### config.mk
export PLATFORM = sky130hd
export DESIGN_NAME = nmea_sentence_framer_checker_unit
export DESIGN_NICKNAME = d
export VERILOG_FILES = /design/src/nmeafc_pkg.sv /design/src/nmeafc_core.sv /design/src/nmea_sentence_framer_checker_unit.sv
export SDC_FILE = /design/constraint.sdc
export NUM_CORES = 1
export LEC_CHECK = 0
export BUFFER_PORTS_ARGS = -buffer_cell sky130_fd_sc_hd__clkbuf_2
export CAP_MARGIN = 30
export CORE_ASPECT_RATIO = 0.8
export CORE_MARGIN = 2
export CORE_UTILIZATION = 40
export DETAILED_ROUTE_END_ITERATION = 12
export PLACE_DENSITY = 0.57
export SKIP_LAST_GASP = 1
export SYNTH_ARGS = -nofsm -noshare
export SYNTH_HDL_FRONTEND = slang
export SYNTH_SLANG_ARGS = --single-unit
### constraint.sdc
create_clock -name clk -period 5.8 [get_ports clk]
set_clock_uncertainty 0.1 [all_clocks]
set_input_delay 1.45 -clock clk [delete_from_list [all_inputs] [get_ports clk]]
set_output_delay 1.45 -clock clk [all_outputs]
set_load 0.03 [all_outputs]
### src/nmeafc_pkg.sv
`default_nettype none

package nmeafc_pkg;

    // ascii codes that steer the framer
    localparam logic [7:0] CH_DOLLAR = 8'h24;
    localparam logic [7:0] CH_STAR   = 8'h2A;
    localparam logic [7:0] CH_COMMA  = 8'h2C;
    localparam logic [7:0] CH_LF     = 8'h0A;
    localparam logic [7:0] CH_A_UP   = 8'h41;
    localparam logic [7:0] CH_B_UP   = 8'h42;
    localparam logic [7:0] CH_D_UP   = 8'h44;
    localparam logic [7:0] CH_G_UP   = 8'h47;
    localparam logic [7:0] CH_L_UP   = 8'h4C;
    localparam logic [7:0] CH_P_UP   = 8'h50;
    localparam logic [7:0] CH_S_UP   = 8'h53;
    localparam logic [7:0] CH_V_UP   = 8'h56;

    // counter limits
    localparam logic [4:0] COMMA_MAX     = 5'd31;
    localparam logic [2:0] FIELD_LEN_MAX = 3'd7;
    localparam logic [2:0] ID_LEN        = 3'd5;
    localparam logic [2:0] TALKER_LEN    = 3'd2;
    localparam logic [1:0] HEX_DIGITS    = 2'd2;
    localparam logic [1:0] AFTER_MAX     = 2'd3;

    typedef enum logic [2:0] {
        ST_OK_NO_CHECKSUM = 3'd0,
        ST_MATCH          = 3'd1,
        ST_MISMATCH       = 3'd2,
        ST_STAR_MISPLACED = 3'd3,
        ST_BAD_HEX        = 3'd4
    } status_t;

    typedef enum logic [2:0] {
        TK_GP    = 3'd0,
        TK_GL    = 3'd1,
        TK_GB_BD = 3'd2,
        TK_GA    = 3'd3,
        TK_OTHER = 3'd4
    } talker_t;

    typedef enum logic [1:0] {
        KIND_OTHER = 2'd0,
        KIND_GGA   = 2'd1,
        KIND_GSV   = 2'd2
    } kind_t;

    // one sentence report
    typedef struct packed {
        status_t     status;
        logic [7:0]  computed_checksum;
        logic [7:0]  received_checksum;
        logic [6:0]  sentence_length;
        logic [4:0]  field_count;
        logic        id_length_ok;
        talker_t     talker_code;
        kind_t       sentence_type;
    } report_t;

    // true for 0-9, A-F, a-f
    function automatic logic is_hex(input logic [7:0] c);
        logic ok;
        case (c) inside
            [8'h30:8'h39], [8'h41:8'h46], [8'h61:8'h66]: ok = 1'b1;
            default:                                      ok = 1'b0;
        endcase
        return ok;
    endfunction

    // nibble value of a hex digit
    function automatic logic [3:0] hex_nibble(input logic [7:0] c);
        logic [3:0] n;
        case (c) inside
            [8'h30:8'h39]: n = c[3:0];
            default:       n = c[3:0] + 4'd9;
        endcase
        return n;
    endfunction

endpackage

`default_nettype wire

### src/nmeafc_core.sv
`default_nettype none

module nmeafc_core #(
    parameter int LEN_CAP = 127
) (
    input  wire logic                 clk,
    input  wire logic                 rst_n,
    input  wire logic                 step,
    input  wire logic [7:0]           byte_in,
    output logic                      report_valid,
    output nmeafc_pkg::report_t       report
);

    localparam logic [6:0] LEN_CAP_W = 7'(LEN_CAP);

    logic       in_sentence_reg,      in_sentence_next;
    logic [7:0] held_byte_reg,        held_byte_next;
    logic       held_valid_reg,       held_valid_next;
    logic [7:0] running_xor_reg,      running_xor_next;
    logic       star_seen_reg,        star_seen_next;
    logic [1:0] after_star_count_reg, after_star_count_next;
    logic [7:0] hex_value_reg,        hex_value_next;
    logic       hex_error_reg,        hex_error_next;
    logic [6:0] length_count_reg,     length_count_next;
    logic [4:0] comma_count_reg,      comma_count_next;
    logic       first_field_done_reg, first_field_done_next;
    logic [2:0] first_field_len_reg,  first_field_len_next;
    logic [7:0] id_chars_reg [5];
    logic [7:0] id_chars_next [5];

    logic       clear_sentence;
    logic [7:0] c;

    assign c = held_byte_reg;

    // per-byte state update
    always_comb
    begin
        in_sentence_next      = in_sentence_reg;
        held_byte_next        = held_byte_reg;
        held_valid_next       = held_valid_reg;
        running_xor_next      = running_xor_reg;
        star_seen_next        = star_seen_reg;
        after_star_count_next = after_star_count_reg;
        hex_value_next        = hex_value_reg;
        hex_error_next        = hex_error_reg;
        length_count_next     = length_count_reg;
        comma_count_next      = comma_count_reg;
        first_field_done_next = first_field_done_reg;
        first_field_len_next  = first_field_len_reg;
        id_chars_next         = id_chars_reg;
        clear_sentence        = 1'b0;
        report_valid          = 1'b0;

        if (step)
        begin
            if (!in_sentence_reg)
            begin
                // hunting for the start of a sentence
                if (byte_in == nmeafc_pkg::CH_DOLLAR)
                begin
                    clear_sentence   = 1'b1;
                    in_sentence_next = 1'b1;
                end
            end
            else if (byte_in != nmeafc_pkg::CH_LF)
            begin
                // process the held byte, then hold the new one
                if (held_valid_reg)
                begin
                    if (length_count_reg < LEN_CAP_W)
                    begin
                        length_count_next = length_count_reg + 7'd1;
                    end
                    if (!star_seen_reg)
                    begin
                        if (c == nmeafc_pkg::CH_STAR)
                        begin
                            star_seen_next = 1'b1;
                        end
                        else
                        begin
                            running_xor_next = running_xor_reg ^ c;
                            if (c == nmeafc_pkg::CH_COMMA)
                            begin
                                if (comma_count_reg < nmeafc_pkg::COMMA_MAX)
                                begin
                                    comma_count_next = comma_count_reg + 5'd1;
                                end
                                first_field_done_next = 1'b1;
                            end
                            else if (!first_field_done_reg)
                            begin
                                if (first_field_len_reg < nmeafc_pkg::ID_LEN)
                                begin
                                    id_chars_next[first_field_len_reg] = c;
                                end
                                if (first_field_len_reg < nmeafc_pkg::FIELD_LEN_MAX)
                                begin
                                    first_field_len_next = first_field_len_reg + 3'd1;
                                end
                            end
                        end
                    end
                    else if (after_star_count_reg < nmeafc_pkg::AFTER_MAX)
                    begin
                        after_star_count_next = after_star_count_reg + 2'd1;
                        if (after_star_count_reg < nmeafc_pkg::HEX_DIGITS)
                        begin
                            if (!nmeafc_pkg::is_hex(c))
                            begin
                                hex_error_next = 1'b1;
                            end
                            else
                            begin
                                hex_value_next = {hex_value_reg[3:0],
                                                  nmeafc_pkg::hex_nibble(c)};
                            end
                        end
                    end
                end
                held_byte_next  = byte_in;
                held_valid_next = 1'b1;
            end
            else
            begin
                // end of sentence: report and go back to hunting
                report_valid     = 1'b1;
                in_sentence_next = 1'b0;
                clear_sentence   = 1'b1;
            end
        end

        if (clear_sentence)
        begin
            held_byte_next        = '0;
            held_valid_next       = 1'b0;
            running_xor_next      = '0;
            star_seen_next        = 1'b0;
            after_star_count_next = '0;
            hex_value_next        = '0;
            hex_error_next        = 1'b0;
            length_count_next     = '0;
            comma_count_next      = '0;
            first_field_done_next = 1'b0;
            first_field_len_next  = '0;
            for (int i = 0; i < 5; i++)
            begin
                id_chars_next[i] = '0;
            end
        end
    end

    // report contents from the collected state
    always_comb
    begin
        if (!star_seen_reg)
        begin
            report.status = nmeafc_pkg::ST_OK_NO_CHECKSUM;
        end
        else if (after_star_count_reg != nmeafc_pkg::HEX_DIGITS)
        begin
            report.status = nmeafc_pkg::ST_STAR_MISPLACED;
        end
        else if (hex_error_reg)
        begin
            report.status = nmeafc_pkg::ST_BAD_HEX;
        end
        else if (hex_value_reg == running_xor_reg)
        begin
            report.status = nmeafc_pkg::ST_MATCH;
        end
        else
        begin
            report.status = nmeafc_pkg::ST_MISMATCH;
        end

        report.computed_checksum = running_xor_reg;
        report.received_checksum =
            (report.status == nmeafc_pkg::ST_MATCH ||
             report.status == nmeafc_pkg::ST_MISMATCH) ? hex_value_reg : 8'd0;
        report.sentence_length = length_count_reg;
        report.field_count =
            (comma_count_reg == nmeafc_pkg::COMMA_MAX) ? nmeafc_pkg::COMMA_MAX
                                                       : comma_count_reg + 5'd1;
        report.id_length_ok = (first_field_len_reg == nmeafc_pkg::ID_LEN);

        // talker from the first two characters
        if (first_field_len_reg < nmeafc_pkg::TALKER_LEN)
        begin
            report.talker_code = nmeafc_pkg::TK_OTHER;
        end
        else if (id_chars_reg[0] == nmeafc_pkg::CH_G_UP &&
                 id_chars_reg[1] == nmeafc_pkg::CH_P_UP)
        begin
            report.talker_code = nmeafc_pkg::TK_GP;
        end
        else if (id_chars_reg[0] == nmeafc_pkg::CH_G_UP &&
                 id_chars_reg[1] == nmeafc_pkg::CH_L_UP)
        begin
            report.talker_code = nmeafc_pkg::TK_GL;
        end
        else if ((id_chars_reg[0] == nmeafc_pkg::CH_G_UP &&
                  id_chars_reg[1] == nmeafc_pkg::CH_B_UP) ||
                 (id_chars_reg[0] == nmeafc_pkg::CH_B_UP &&
                  id_chars_reg[1] == nmeafc_pkg::CH_D_UP))
        begin
            report.talker_code = nmeafc_pkg::TK_GB_BD;
        end
        else if (id_chars_reg[0] == nmeafc_pkg::CH_G_UP &&
                 id_chars_reg[1] == nmeafc_pkg::CH_A_UP)
        begin
            report.talker_code = nmeafc_pkg::TK_GA;
        end
        else
        begin
            report.talker_code = nmeafc_pkg::TK_OTHER;
        end

        // sentence type from characters three to five
        if (first_field_len_reg < nmeafc_pkg::ID_LEN)
        begin
            report.sentence_type = nmeafc_pkg::KIND_OTHER;
        end
        else if (id_chars_reg[2] == nmeafc_pkg::CH_G_UP &&
                 id_chars_reg[3] == nmeafc_pkg::CH_G_UP &&
                 id_chars_reg[4] == nmeafc_pkg::CH_A_UP)
        begin
            report.sentence_type = nmeafc_pkg::KIND_GGA;
        end
        else if (id_chars_reg[2] == nmeafc_pkg::CH_G_UP &&
                 id_chars_reg[3] == nmeafc_pkg::CH_S_UP &&
                 id_chars_reg[4] == nmeafc_pkg::CH_V_UP)
        begin
            report.sentence_type = nmeafc_pkg::KIND_GSV;
        end
        else
        begin
            report.sentence_type = nmeafc_pkg::KIND_OTHER;
        end
    end

    // state registers
    always_ff @(posedge clk or negedge rst_n)
    begin
        if (!rst_n)
        begin
            in_sentence_reg      <= 1'b0;
            held_byte_reg        <= '0;
            held_valid_reg       <= 1'b0;
            running_xor_reg      <= '0;
            star_seen_reg        <= 1'b0;
            after_star_count_reg <= '0;
            hex_value_reg        <= '0;
            hex_error_reg        <= 1'b0;
            length_count_reg     <= '0;
            comma_count_reg      <= '0;
            first_field_done_reg <= 1'b0;
            first_field_len_reg  <= '0;
            for (int i = 0; i < 5; i++)
            begin
                id_chars_reg[i] <= '0;
            end
        end
        else
        begin
            in_sentence_reg      <= in_sentence_next;
            held_byte_reg        <= held_byte_next;
            held_valid_reg       <= held_valid_next;
            running_xor_reg      <= running_xor_next;
            star_seen_reg        <= star_seen_next;
            after_star_count_reg <= after_star_count_next;
            hex_value_reg        <= hex_value_next;
            hex_error_reg        <= hex_error_next;
            length_count_reg     <= length_count_next;
            comma_count_reg      <= comma_count_next;
            first_field_done_reg <= first_field_done_next;
            first_field_len_reg  <= first_field_len_next;
            id_chars_reg         <= id_chars_next;
        end
    end

endmodule

`default_nettype wire

### src/nmea_sentence_framer_checker_unit.sv
// nmea 0183 sentence framer and checksum checker
//
// input channel: one received byte per beat on rx_byte (in_valid / in_stall).
// output channel: one report beat per sentence, on the LF that ends it
// (out_valid / out_stall); bytes that end no sentence give no beat.
// a sentence starts at '$'; the byte right before LF (normally CR) is dropped.
//
// order: a byte taken lands in the input register, and the report that it
// ends is loaded from there into the output register, which drives
// out_valid and the report outputs.
// throughput: one byte per cycle while the output register is not stalled.
//
// reset: the framer goes back to hunting for '$', both registers empty.
// receiver stall: the report waits in the output register; the input register
// still takes one more byte if it is empty, then in_stall rises until the
// report is taken.
`default_nettype none

module nmea_sentence_framer_checker_unit #(
    parameter int MAX_LENGTH = 127
) (
    input  wire logic       clk,
    input  wire logic       rst_n,
    input  wire logic       in_valid,
    output logic            in_stall,
    input  wire logic [7:0] rx_byte,
    output logic            out_valid,
    input  wire logic       out_stall,
    output logic [2:0]      status,
    output logic [7:0]      computed_checksum,
    output logic [7:0]      received_checksum,
    output logic [6:0]      sentence_length,
    output logic [4:0]      field_count,
    output logic            id_length_ok,
    output logic [2:0]      talker_code,
    output logic [1:0]      sentence_type
);

    localparam int LEN_CAP = (MAX_LENGTH < 127) ? MAX_LENGTH : 127;

    logic                s1_valid_reg;
    logic [7:0]          s1_byte_reg;
    logic                out_valid_reg;
    nmeafc_pkg::report_t out_report_reg;

    logic                advance;
    logic                step;
    logic                report_valid;
    nmeafc_pkg::report_t report;

    // pipeline moves when the output register is free or being drained
    assign advance  = !out_valid_reg || !out_stall;
    assign step     = s1_valid_reg && advance;
    assign in_stall = s1_valid_reg && !advance;

    // input register
    always_ff @(posedge clk or negedge rst_n)
    begin
        if (!rst_n)
        begin
            s1_valid_reg <= 1'b0;
        end
        else if (!in_stall)
        begin
            s1_valid_reg <= in_valid;
        end
    end

    always_ff @(posedge clk)
    begin
        if (!in_stall && in_valid)
        begin
            s1_byte_reg <= rx_byte;
        end
    end

    // framing and checksum state
    nmeafc_core #(
        .LEN_CAP (LEN_CAP)
    ) u_core (
        .clk          (clk),
        .rst_n        (rst_n),
        .step         (step),
        .byte_in      (s1_byte_reg),
        .report_valid (report_valid),
        .report       (report)
    );

    // output register
    always_ff @(posedge clk or negedge rst_n)
    begin
        if (!rst_n)
        begin
            out_valid_reg <= 1'b0;
        end
        else if (advance)
        begin
            out_valid_reg <= step && report_valid;
        end
    end

    always_ff @(posedge clk)
    begin
        if (step && report_valid)
        begin
            out_report_reg <= report;
        end
    end

    assign out_valid         = out_valid_reg;
    assign status            = out_report_reg.status;
    assign computed_checksum = out_report_reg.computed_checksum;
    assign received_checksum = out_report_reg.received_checksum;
    assign sentence_length   = out_report_reg.sentence_length;
    assign field_count       = out_report_reg.field_count;
    assign id_length_ok      = out_report_reg.id_length_ok;
    assign talker_code       = out_report_reg.talker_code;
    assign sentence_type     = out_report_reg.sentence_type;

endmodule

`default_nettype wire

Word-level counts from Yosys, hierarchy flattened
Cells that the tools add are included.

word-level totals
  input bits = 12
  logic and storage cells = 252
  register bits after elaboration = 133
  output and inout port bits = 39

cells by class
  multiplexer cells = 120
  add/sub/neg operators = 5
  order comparisons = 15
  bitwise gates (word level) = 2
  reduce and logical (&&, ||, !) cells = 52
  equality and inequality tests = 27

operator list
  operator                                                            number
  two-way mux 40 bit                                                  10
  two-way mux 8 bit                                                   21
  equality test 8 x 7 -> 1 bit (second input constant)                12
  two-way mux 3 bit                                                   17
  two-way mux 1 bit                                                   45
  two-way mux 5 bit                                                   9
  two-way mux 7 bit                                                   6
  bitwise mux 40 bit                                                  1
  nonzero test 2 bit                                                  13
  demux 8 bit (select 3 bit)                                          1
  equality test 8 x 6 -> 1 bit (second input constant)                3
  AND reduction 8 bit                                                 3
  two-way mux 2 bit                                                   9
  AND reduction 9 bit                                                 2
  logical AND 1 bit                                                   17
  greater-or-equal comparator 8 x 7 -> 1 bit (second input constant)  2
  <= comparator 8 x 7 -> 1 bit (second input constant)                2
  AND reduction 6 bit                                                 2
  equality test 8 bit                                                 1
  greater-or-equal comparator 8 x 6 -> 1 bit (second input constant)  1
  <= comparator 8 x 6 -> 1 bit (second input constant)                1
  != test 8 x 4 -> 1 bit (second input constant)                      1
  XOR 8 bit                                                           1
  adder 7 x 1 -> 7 bit (second input constant)                        1
  27 further kinds                                                    40

Longest topological paths before layout
Gate-level depths: netlist of run 1.

  word-level depth = 20
  depth in mapped cells = 9
  mapped depth without buffers = 7

Modules after synthesis
Synthesis of run 1 repeated with hierarchy kept, for this count alone.

unflattened totals
  cells, all modules = 494
  area, all modules = 6027.0 um2

modules (own cells, without submodules)
  module                             instances  cells an instance  area each (um2)
  nmeafc_core                        1          438                4576.9
  nmea_sentence_framer_checker_unit  1          56                 1450.1

Worst setup path after synthesis of run 1
OpenSTA, ideal clock, no wires.

  path type = input-to-reg
  from = in out_stall
  to = reg out_report_reg, in the netlist computed_checksum[0], enable pin
  arrival time = 2959 ps
  stages = 4
  library setup time = 399 ps
  required time = 5301 ps
  setup slack = 2342 ps
  buffers on the path = 1
  cells stage by stage = a21boi_2 and2_1 buf_2 and3_1

on the way
  longest elaborated chain between the ends = 5

RTL lines
  item                  RTL line                                  source
  start, declared       nmea_sentence_framer_checker_unit.sv:28   input wire logic out_stall,
  zero test 1 bit *     nmea_sentence_framer_checker_unit.sv:52   assign advance = !out_valid_reg || !out_stall;
  logical OR 1 bit *    nmea_sentence_framer_checker_unit.sv:52
  logical AND 1 bit *   nmea_sentence_framer_checker_unit.sv:53   assign step = s1_valid_reg && advance;
  two-way mux 1 bit     nmeafc_core.sv:55                         if (step)
  logical AND 1 bit *   nmea_sentence_framer_checker_unit.sv:104  if (step && report_valid)
  end signal, assigned  nmea_sentence_framer_checker_unit.sv:106  out_report_reg <= report;
  end, declared         nmea_sentence_framer_checker_unit.sv:44   nmeafc_pkg::report_t out_report_reg;

Mark *: on every way between the ends. The rest lies on a longest branch, timed or not.
A chain may end at the register's enable or synchronous reset.

Final worst setup path of run 1
  from = in out_stall
  to = out in_stall

on the way
  longest elaborated chain between the ends = 4

RTL lines
  item               RTL line                                 source
  zero test 1 bit    nmea_sentence_framer_checker_unit.sv:52
  logical OR 1 bit   nmea_sentence_framer_checker_unit.sv:52
  zero test 1 bit    nmea_sentence_framer_checker_unit.sv:54  assign in_stall = s1_valid_reg && !advance;
  logical AND 1 bit  nmea_sentence_framer_checker_unit.sv:54
  end, declared      nmea_sentence_framer_checker_unit.sv:25  output logic in_stall,

Every way passes these cells.

==> results.md, run 1 <==
* Setup crit start kind: input port
* RSZ-0062 raised after global routing: no
* Routed WL at 13100 um
* Pre-antenna DRT Iters at 6
* DR vias at roughly 4100
* Via density per instance at 5.56
* Final ANT Viol Nets at 0
* Cell taking the most area after synthesis: dfrtp_1
* Min Tclk post-route at 3.50 ns
* Fin Hold WS at roughly 0.4 ns
* Total grt overflow at 0
* Top_reg_cell synth: dfrtp_1
* F_max at 286 MHz
* Global-route wire length before repair at 21300 um
* Hold Fails Final Rpt at 0
* Max reg flops at 40
* Max clock buf depth at 2
* Flops & latches, synth at around 130
* Top Ports at slightly above 50
* RD Place Congestion at 0.773
* Core Area at 14900 sq um
* Cell breakdown of the critical path: clkbuf_2 -> nand3_1 -> inv_1 -> clkbuf_2
* Worst path slowest cell: clkbuf_2
* CTS tree: built
* Max_cap viols at 0
* Status: finished, final reports clean
* Starting Density at 40.7%
* Final setup fails at 0
* Slew @ Worst Pin at 0.909 ns
* Synth Net Count at ~520
* Final HPWL from detailed placement at 8630 um
* Ys async rst share at 66.2%
* Nets@finish at between 500 and 600
* Synth top area share at 36.2%
* Vias in the first global route at 3924
* Die Wd at 142 um
* CTS buffer count at 17
* Die Height at 114 um
* Clock Pin Slew Worst Setup and Hold Paths at around 0.050 ns
* # rows at 40
* Fin crit share at between 60 and 70%
* Cts hold-fix bufs at 0
* Crit-path most repeated cell: clkbuf_2
* Antenna violations before repair at 0
* Post-synth EDFFs at 45
* Worst-skew pair later-pin latency at 0.41 ns
* Type of the worst setup path: in -> out
* Htree depth at 4
* Reg2Reg Setup Slack at approximately 2.6 ns
* CTS Root Cell: clkbuf_16
* Yosys warns at 0
* Area growth, synth to finish at 16.5%
* Die area at 16200 sq um
* Post-synthesis sequential area ratio at 58.5%
* Slew margin rel. at 39.0%
* Data arrival time of the worst path at 1.95 ns
* Syn avg cell area at 12.2 sq um
* Register area at 3550 sq um
* Number of DRC markers in iteration 0 at 311
* Largest net degree at the start of global routing at 52
* Largest cells by area after synthesis: dfrtp_1, edfxtp_1, a22o_1
* Slew Limit Fails at 0
* Share of layout cells above drive strength 1 at 17.6%
* Wirelength per Cell at 17.5 um
* Hold Path Depth at 1
* Final setup TNS at 0 ns
* Count of buffers from port buffering at 50
* Mapped Area at 6080 sq um
* CP required at 4.25 ns
* Unique masters post-synth at between 60 and 70
* Area of the multi-input gates at 2320 sq um
* # fillers at approximately 1400
* N_diodes at 0
* Post-synthesis cell count at 499
* P_leak at 3.13 nW
* Worst vdd ir at 0.228 mV
* DRC at 0
* Setup Buffers After CTS at 0
* # resized after CTS at 0
* CTS sink cnt at between 100 and 150
* Hold Path Class: reg -> reg
* Pwr Density at 416 nW/um^2
* GR Util All Layers at 17.3%
* Largest stage delay, worst path at 0.20 ns
* Worst r2r path cells at 7
* Critical Path Fanout Max at 3
* CP Capture Type: output port
[critical path, delay by kind of cell]
kind	cells	cell delay (ns)
buf+inv	3	0.39
simple gates	1	0.12
[synth_stat cells, types with 8 or more instances]
cell and instances:
edfxtp_1 45, nand2b_1 8, inv_1 13, mux2i_1 10
buf_2 10, or3_1 9, dfrtp_1 88, a22o_1 42
o21ai_1 17, a21oi_1 23, nor2_1 23, ha_1 11
and3_1 13, xor2_1 10, clkbuf_1 12, nand2_1 33
and2_1 16
[layer usage]
layer / vias up / GRT usage, % / routed length [um]
met4: 0 / 6.60 / 45
met2: 99 / 24.9 / 5990
met5: - / 0 / 0
met1: 2069 / 25.2 / 6460
li1: 1970 / - / -
met3: 2 / 4.22 / 568
[final cells by class]
class,count,area share (%)
Sequential cell,133,50.2
Inverter,13,0.689
Clock buffer,20,6.17
Tap cell,189,3.34
Multi-Input combinational cell,323,32.8
Clock inverter,12,2.28
Timing Repair Buffer,55,4.56
[stage by stage]
step / cells / total power, mW / instance area, sq um / setup WS [ns] / util [%]
after floorplan: 499 / 1.69 / 6080 / 2.34 / -
after global placement: 711 / 1.85 / 6430 / 2.06 / 43.1
after detailed placement: 712 / 1.87 / 6460 / 1.94 / 43.3
after CTS: 744 / 2.98 / 7060 / 2.29 / 47.3
after global routing: 745 / 3.11 / 7080 / 2.18 / 47.5
final: 745 / 2.95 / 7080 / 2.30 / 47.5
[where the power goes]
group	switching, mW	total [mW]	internal, mW
registers	0.265	1.38	1.11
logic	0.254	0.480	0.227
clock network	0.380	1.09	0.712
total	0.899	2.95	2.05
[layout by cell type (no fill, tap or decap), types with 5 or more instances in the layout]
master	instances
nor2_1	23
a22o_1	42
o21ai_1	17
nand4_1	7
inv_1	13
edfxtp_1	45
mux2i_1	10
nor4_1	7
clkbuf_2	49
clkbuf_16	17
or3_1	9
mux2_1	5
dfrtp_1	88
ha_1	11
nand2_1	33
xor2_1	10
o31ai_1	6
a21oi_1	23
nand2b_1	8
nor3_1	5
nand3_1	6
and2_1	16
and3_1	12
[cell families after synthesis]
family	after synthesis	share of synthesized area, %
adder cells (fa/ha/maj)	11	2.27
buffers and inverters	43	3.34
flip-flops	133	58.5
XOR/XNOR	14	2.02
AND/OR/NAND/NOR	158	15.3
multiplexers	18	3.13
AO/OA/AOI/OAI	122	15.4
[final timing paths]
kind / startpoint / end
worst min register to register: u_core.id_chars_reg[14]$_DFFE_PN0P_ / u_core.id_chars_reg[14]$_DFFE_PN0P_
max in group asynchronous: rst_n / u_core.hex_value_reg[3]$_DFFE_PN0P_
worst min-delay path: u_core.id_chars_reg[14]$_DFFE_PN0P_ / u_core.id_chars_reg[14]$_DFFE_PN0P_
worst max register to register: u_core.c[0]$_DFFE_PN0P_ / u_core.id_chars_reg[15]$_DFFE_PN0P_
min in group asynchronous: rst_n / u_core.id_chars_reg[12]$_DFFE_PN0P_
worst max-delay path: out_stall / in_stall
(Power assumes the default switching activity.)
==> run 2: changes to the inputs <==
- clock period: 5.8 -> 3.4 ns (I/O delays scaled with it)
==> results.md, run 2 (synthesis results as in run 1) <==
* Critical path's top delay family: compound AO/OA/AOI/OAI gates (was buffers and inverters)
* Type of the worst setup path: reg -> reg (was in -> out)
* Most common library cell in the layout ignoring fill and taps: dfrtp_1 (unchanged)
* Setup crit start kind: flip-flop (was input port)
* RSZ-0062 raised after global routing: no (unchanged)
* Max reg flops at 40 (unchanged)
* Post-layout util at 47.3% (was 47.5%)
* Wirelength per Cell at 17.9 um (was 17.5 um)
* Hold Path Class: in -> async (was reg -> reg)
* CP Capture Type: flip-flop (was output port)
* Fin crit share at 79.3%
* Nets@finish at 571 (was 566)
* Worst-skew pair later-pin latency at 0.42 ns (was 0.41 ns)
* Die Height at 114 um (unchanged)
* Worst path slowest cell: a2111oi_4 (was clkbuf_2)
* Pre-antenna DRT Iters at 4 (was 6)
* Pwr Density at 689 nW/um^2 (was 416 nW/um^2)
* Global-route wire length before repair at 22000 um (was 21300 um)
* Via density per instance at 5.46 (was 5.56)
* Area growth, synth to finish at 16.1% (was 16.5%)
* Critical Path Fanout Max at 7 (was 3)
* Hold Fails Final Rpt at 0 (unchanged)
* Die area at 16200 sq um (unchanged)
* Vias in the first global route at 4157 (was 3924)
* Crit-path most repeated cell: a2111oi_4 (was clkbuf_2)
* Final HPWL from detailed placement at 8950 um (was 8630 um)
* Starting Density at 40.7% (unchanged)
* # rows at 40 (unchanged)
* Final setup TNS at 0 ns (unchanged)
* Htree depth at 4 (unchanged)
* Final setup fails at 0 (unchanged)
* Fin Hold WS at 0.315 ns (was 0.391 ns)
* Worst r2r path cells at 7 (unchanged)
* # resized after CTS at 0 (unchanged)
* Min Tclk post-route at 2.70 ns
* DRC at 0 (unchanged)
* P_leak at 3.13 nW (about the same)
* Slew Limit Fails at 0 (unchanged)
* CTS Root Cell: clkbuf_16 (unchanged)
* F_max at 371 MHz
* N_diodes at 0 (unchanged)
* DR vias at 4097 (was 4140)
* Most frequent cells in the layout: dfrtp_1, clkbuf_2, edfxtp_1 (unchanged)
* Core Area at 14900 sq um (unchanged)
* CTS tree: built (unchanged)
* Slew @ Worst Pin at 0.874 ns (was 0.909 ns)
* Final Power at 4.86 mW (was 2.95 mW)
* Status: finished, final reports clean (unchanged)
* Worst slack at placement at 0.461 ns (was 1.94 ns)
* Worst vdd ir at 0.423 mV (was 0.228 mV)
* Slew margin rel. at 41.4% (was 39.0%)
* Largest stage delay, worst path at 0.61 ns (was 0.20 ns)
* Cell breakdown of the critical path: inv_1 -> ha_1 -> o21bai_4 -> a2111oi_4 -> a21oi_2 -> a2111oi_4 -> mux2i_1 (was clkbuf_2 -> nand3_1 -> inv_1 -> clkbuf_2)
* GR Util All Layers at 17.7% (was 17.3%)
* Top Ports at 51 (unchanged)
* Worst path depth at 7 (was 4)
* Largest net degree at the start of global routing at 49 (was 52)
* Antenna violations before repair at 0 (unchanged)
* CP required at 3.64 ns (was 4.25 ns)
* Max clock buf depth at 2 (unchanged)
* Data arrival time of the worst path at 2.93 ns (was 1.95 ns)
* Share of layout cells above drive strength 1 at 19.1% (was 17.6%)
* Total grt overflow at 0 (unchanged)
* Final ANT Viol Nets at 0 (unchanged)
* Setup Buffers After CTS at 0 (unchanged)
* Cts hold-fix bufs at 0 (unchanged)
* CTS sink cnt at 133 (unchanged)
* Number of DRC markers in iteration 0 at 294 (was 311)
* Die Wd at 142 um (unchanged)
* Max_cap viols at 0 (unchanged)
* Setup slack after layout at 0.704 ns (was 2.30 ns)
* CTS buffer count at 17 (unchanged)
* Clock Pin Slew Worst Setup and Hold Paths at 0.06 ns (was 0.05 ns)
* Buf/Inv on CP at 1 (was 3)
* RD Place Congestion at 0.782 (was 0.773)
* Count of buffers from port buffering at 50 (unchanged)
* Routed WL at 13400 um (was 13100 um)
[run 2: cell count changes in the layout (fill, tap and decap cells not counted), sizes merged]
cell,previous run,this run
clkinvlp,2,3
bufinv,4,1
clkinv,6,11
buf,6,11
clkbuf,69,66
[run 2: metrics by stage]
stage | area, sq um | std cells
after floorplan | 6080 | 499
after global routing | 7050 | 750
after global placement | 6510 | 718
final | 7050 | 750
after detailed placement | 6510 | 718
after CTS | 7050 | 750
[run 2: metal layers]
layer  up-vias  global-route usage (%)  share of wire, %
met5         -                       0                 0
li1       1978                       -                 -
met4         0                    7.87               1.3
met1      2014                    25.4                50
met2        93                    25.7                45
met3        12                    4.27               3.7
[run 2: final timing paths]
check / to / from / slack (ns)
max reg2reg: u_core.hex_value_reg[5]$_DFFE_PN0P_ / u_core.c[0]$_DFFE_PN0P_ / 0.70
min in group clk: u_core.id_chars_reg[11]$_DFFE_PN0P_ / u_core.id_chars_reg[11]$_DFFE_PN0P_ / 0.40
min reg2reg: u_core.id_chars_reg[11]$_DFFE_PN0P_ / u_core.id_chars_reg[11]$_DFFE_PN0P_ / 0.40
max in group asynchronous: u_core.hex_value_reg[4]$_DFFE_PN0P_ / rst_n / 2.23
min: u_core.id_chars_reg[1]$_DFFE_PN0P_ / rst_n / 0.32
max: u_core.hex_value_reg[5]$_DFFE_PN0P_ / u_core.c[0]$_DFFE_PN0P_ / 0.70
[run 2: cell type report]
| class | instances | area (sq um) |
|---|---|---|
| multi-input cells | 323 | 2320 |
| clock inverters | 15 | 116 |
| repair buffers | 60 | 353 |
| well taps | 189 | 236 |
| inverters | 13 | 48.8 |
| clock buffers | 17 | 425 |
| flip-flops and latches | 133 | 3550 |
| fillers | 1301 | 7860 |
[run 2: report_power, final]
group | internal [mW] | switching (mW)
registers | 1.89 | 0.393
logic | 0.404 | 0.491
clock network | 0.991 | 0.686
total | 3.29 | 1.57
==> run 3: changes to the inputs <==
- clock period: 3.4 -> 2.5 ns (I/O delays scaled with it)
==> results.md, run 3 (synthesis results as in run 1) <==
* Placed cell areas at 6690 sq um (was 6510 sq um)
* DR vias at 4189 (was 4097)
* CTS tree: built (unchanged)
* Hold endpoint: s1_byte_reg[4]$_DFFE_PP_
* Critical Path Fanout Max at 8 (was 7)
* Nets@finish at 592 (was 571)
* Max_cap viols at 0 (unchanged)
* CTS sink cnt at 133 (unchanged)
* Busiest grt layer: met2 (unchanged)
* Starting Density at 40.7% (unchanged)
* Max clock buf depth at 2 (unchanged)
* Worst vdd ir at 0.571 mV (was 0.423 mV)
* Min-delay src: rx_byte[4]
* Hold Path Depth at 1
* Met2 Use GR at 28.5% (was 25.7%)
* RSZ-0062 raised after global routing: yes (was no)
* Sequential power share at 42.8% (was 47.1%)
* Die Wd at 142 um (unchanged)
* Via density per instance at 5.43 (was 5.46)
* GR Util All Layers at 18.2% (was 17.7%)
* Hold Path Class: in -> reg (was in -> async)
* CP Capture Type: flip-flop (unchanged)
* Core Area at 14900 sq um (unchanged)
* Hold Fails Final Rpt at 0 (unchanged)
* Slew Limit Fails at 0 (unchanged)
* CTS Root Cell: clkbuf_16 (unchanged)
* Int Pwr at 4.83 mW (was 3.29 mW)
* Clock Pin Slew Worst Setup and Hold Paths at 0.06 ns (about the same)
* Crit Reg-Reg Endpoint: u_core.id_chars_reg[37]$_DFFE_PN0P_ (was u_core.hex_value_reg[5]$_DFFE_PN0P_)
* Reg2Reg Setup Slack at 0.06 ns (was 0.70 ns)
* Worst slack at placement at -0.00822 ns (was 0.461 ns)
* Final ANT Viol Nets at 0 (unchanged)
* Min Tclk post-route at 2.44 ns (was 2.70 ns)
* Area growth, synth to finish at 20.4% (was 16.1%)
* Number of DRC markers in iteration 0 at 226 (was 294)
* Worst r2r path cells at 7 (unchanged)
* Status: finished, final reports clean (unchanged)
* Setup crit start kind: flip-flop (unchanged)
* Max reg flops at 40 (unchanged)
* Wirelength per Cell at 17.7 um (was 17.9 um)
* Die Height at 114 um (unchanged)
* Final Power at 6.97 mW (was 4.86 mW)
* Slew @ Worst Pin at 0.521 ns (was 0.874 ns)
* Type of the worst setup path: reg -> reg (unchanged)
* CP required at 2.70 ns (was 3.64 ns)
* Htree depth at 4 (unchanged)
* Die area at 16200 sq um (unchanged)
* Fin crit share at 97.4% (was 79.3%)
* Pre-antenna DRT Iters at 5 (was 4)
* Total grt overflow at 0 (unchanged)
* Slew margin rel. at 65.1% (was 41.4%)
* CTS buffer count at 17 (unchanged)
* Net Switching at 2.13 mW (was 1.57 mW)
* Final HPWL from detailed placement at 9530 um (was 8950 um)
* Comb pwr share at 21.4% (was 18.4%)
* FF-to-FF Start: u_core.c[0]$_DFFE_PN0P_ (unchanged)
* DRC at 0 (unchanged)
* P_leak at 3.27 nW (was 3.13 nW)
* Met1 usage at 25.3% (was 25.4%)
* Setup slack after layout at 0.0649 ns (was 0.704 ns)
* Routed WL at 13600 um (was 13400 um)
* GR met3 Demand/Resource at 3.93% (was 4.27%)
* Count of buffers from port buffering at 50 (unchanged)
* Share of layout cells above drive strength 1 at 22.7% (was 19.1%)
* RD Place Congestion at 0.834 (was 0.782)
* Worst-skew pair later-pin latency at 0.42 ns (about the same)
* Global-route wire length before repair at 22600 um (was 22000 um)
* N_diodes at 0 (unchanged)
* Pwr Density at 952 nW/um^2 (was 689 nW/um^2)
* Top Ports at 51 (unchanged)
* # rows at 40 (unchanged)
* Fin Hold WS at 0.282 ns (was 0.315 ns)
* Data arrival time of the worst path at 2.63 ns (was 2.93 ns)
* Largest net degree at the start of global routing at 45 (was 49)
* Layout Cell Area excl Fill at 7320 sq um (was 7050 sq um)
* Clk pwr share at 35.8% (was 34.5%)
* Most frequent cells in the layout: dfrtp_1, clkbuf_2, edfxtp_1 (unchanged)
* Final setup fails at 0 (unchanged)
* Most common library cell in the layout ignoring fill and taps: dfrtp_1 (unchanged)
* Switch share at 30.6% (was 32.3%)
* Antenna violations before repair at 0 (unchanged)
* Vias in the first global route at 4285 (was 4157)
* F_max at 411 MHz (was 371 MHz)
-- run 3: area by class of cell --
class / count / area (sq um)
Clock inverter: 11 / 131
Fill cell: 1365 / 7600
Timing Repair Buffer: 81 / 538
Inverter: 13 / 48.8
Clock buffer: 21 / 460
Sequential cell: 133 / 3550
Tap cell: 189 / 236
Multi-Input combinational cell: 323 / 2350
-- run 3: power groups by stage --
stage	combinational [mW]	clock, mW	sequential (mW)
global placement	1.43	0	3.00
global route	1.66	2.64	3.04
floorplan	1.13	0	2.80
finish	1.49	2.50	2.98
CTS	1.48	2.54	2.98
detailed placement	1.47	0	3.02
-- run 3: per-layer routing --
metal  vias to the layer above  wire length, um
li1                       2011                -
met1                      2063             6540
met2                       107             6280
met3                         8              658
met4                         0              129
met5                         -                0
-- run 3: what timing repair did --
| action | CTS | global route |
|---|---|---|
| hold buffers | 1 | 0 |
| endpoints found under the hold margin | 16 | 0 |
| setup endpoints to repair | 0 | 45 |
| setup buffers | 0 | 0 |
| resized for setup | 0 | 9 |
-- run 3: how the worst max path moves through the flow --
stage | startpoint | end | slack [ns] | depth (start not counted)
after CTS | s1_byte_reg[5]$_DFFE_PP_ | u_core.hex_value_reg[5]$_DFFE_PN0P_ | 0.002 | 6
after floorplan | u_core.c[0]$_DFFE_PN0P_ | u_core.id_chars_reg[35]$_DFFE_PN0P_ | 0.008 | 8
after global placement | s1_byte_reg[5]$_DFFE_PP_ | u_core.hex_value_reg[0]$_DFFE_PN0P_ | 0.06 | 6
final | u_core.c[0]$_DFFE_PN0P_ | u_core.id_chars_reg[37]$_DFFE_PN0P_ | 0.06 | 7
after detailed placement | out_stall | u_core.id_chars_reg[0]$_DFFE_PN0P_ | -0.008 | 6
after global routing | u_core.c[0]$_DFFE_PN0P_ | u_core.id_chars_reg[37]$_DFFE_PN0P_ | -0.1 | 7
-- run 3: critical path, stage by stage (launching register included) --
cell     delay [ns]
dfrtp_1        0.34
inv_1          0.08
ha_1           0.24
mux2_1         0.33
a311o_1        0.41
nor4_1         0.34
o21ai_2        0.20
a22o_1         0.28
-- run 3: per-stage QoR --
step	utilization [%]	TNS, ns	cells
global route	49.1	-1.06	771
floorplan	-	0	499
finish	49.1	0	771
CTS	48.9	0	771
detailed placement	44.8	-0.0278	738
global placement	44.8	0	738
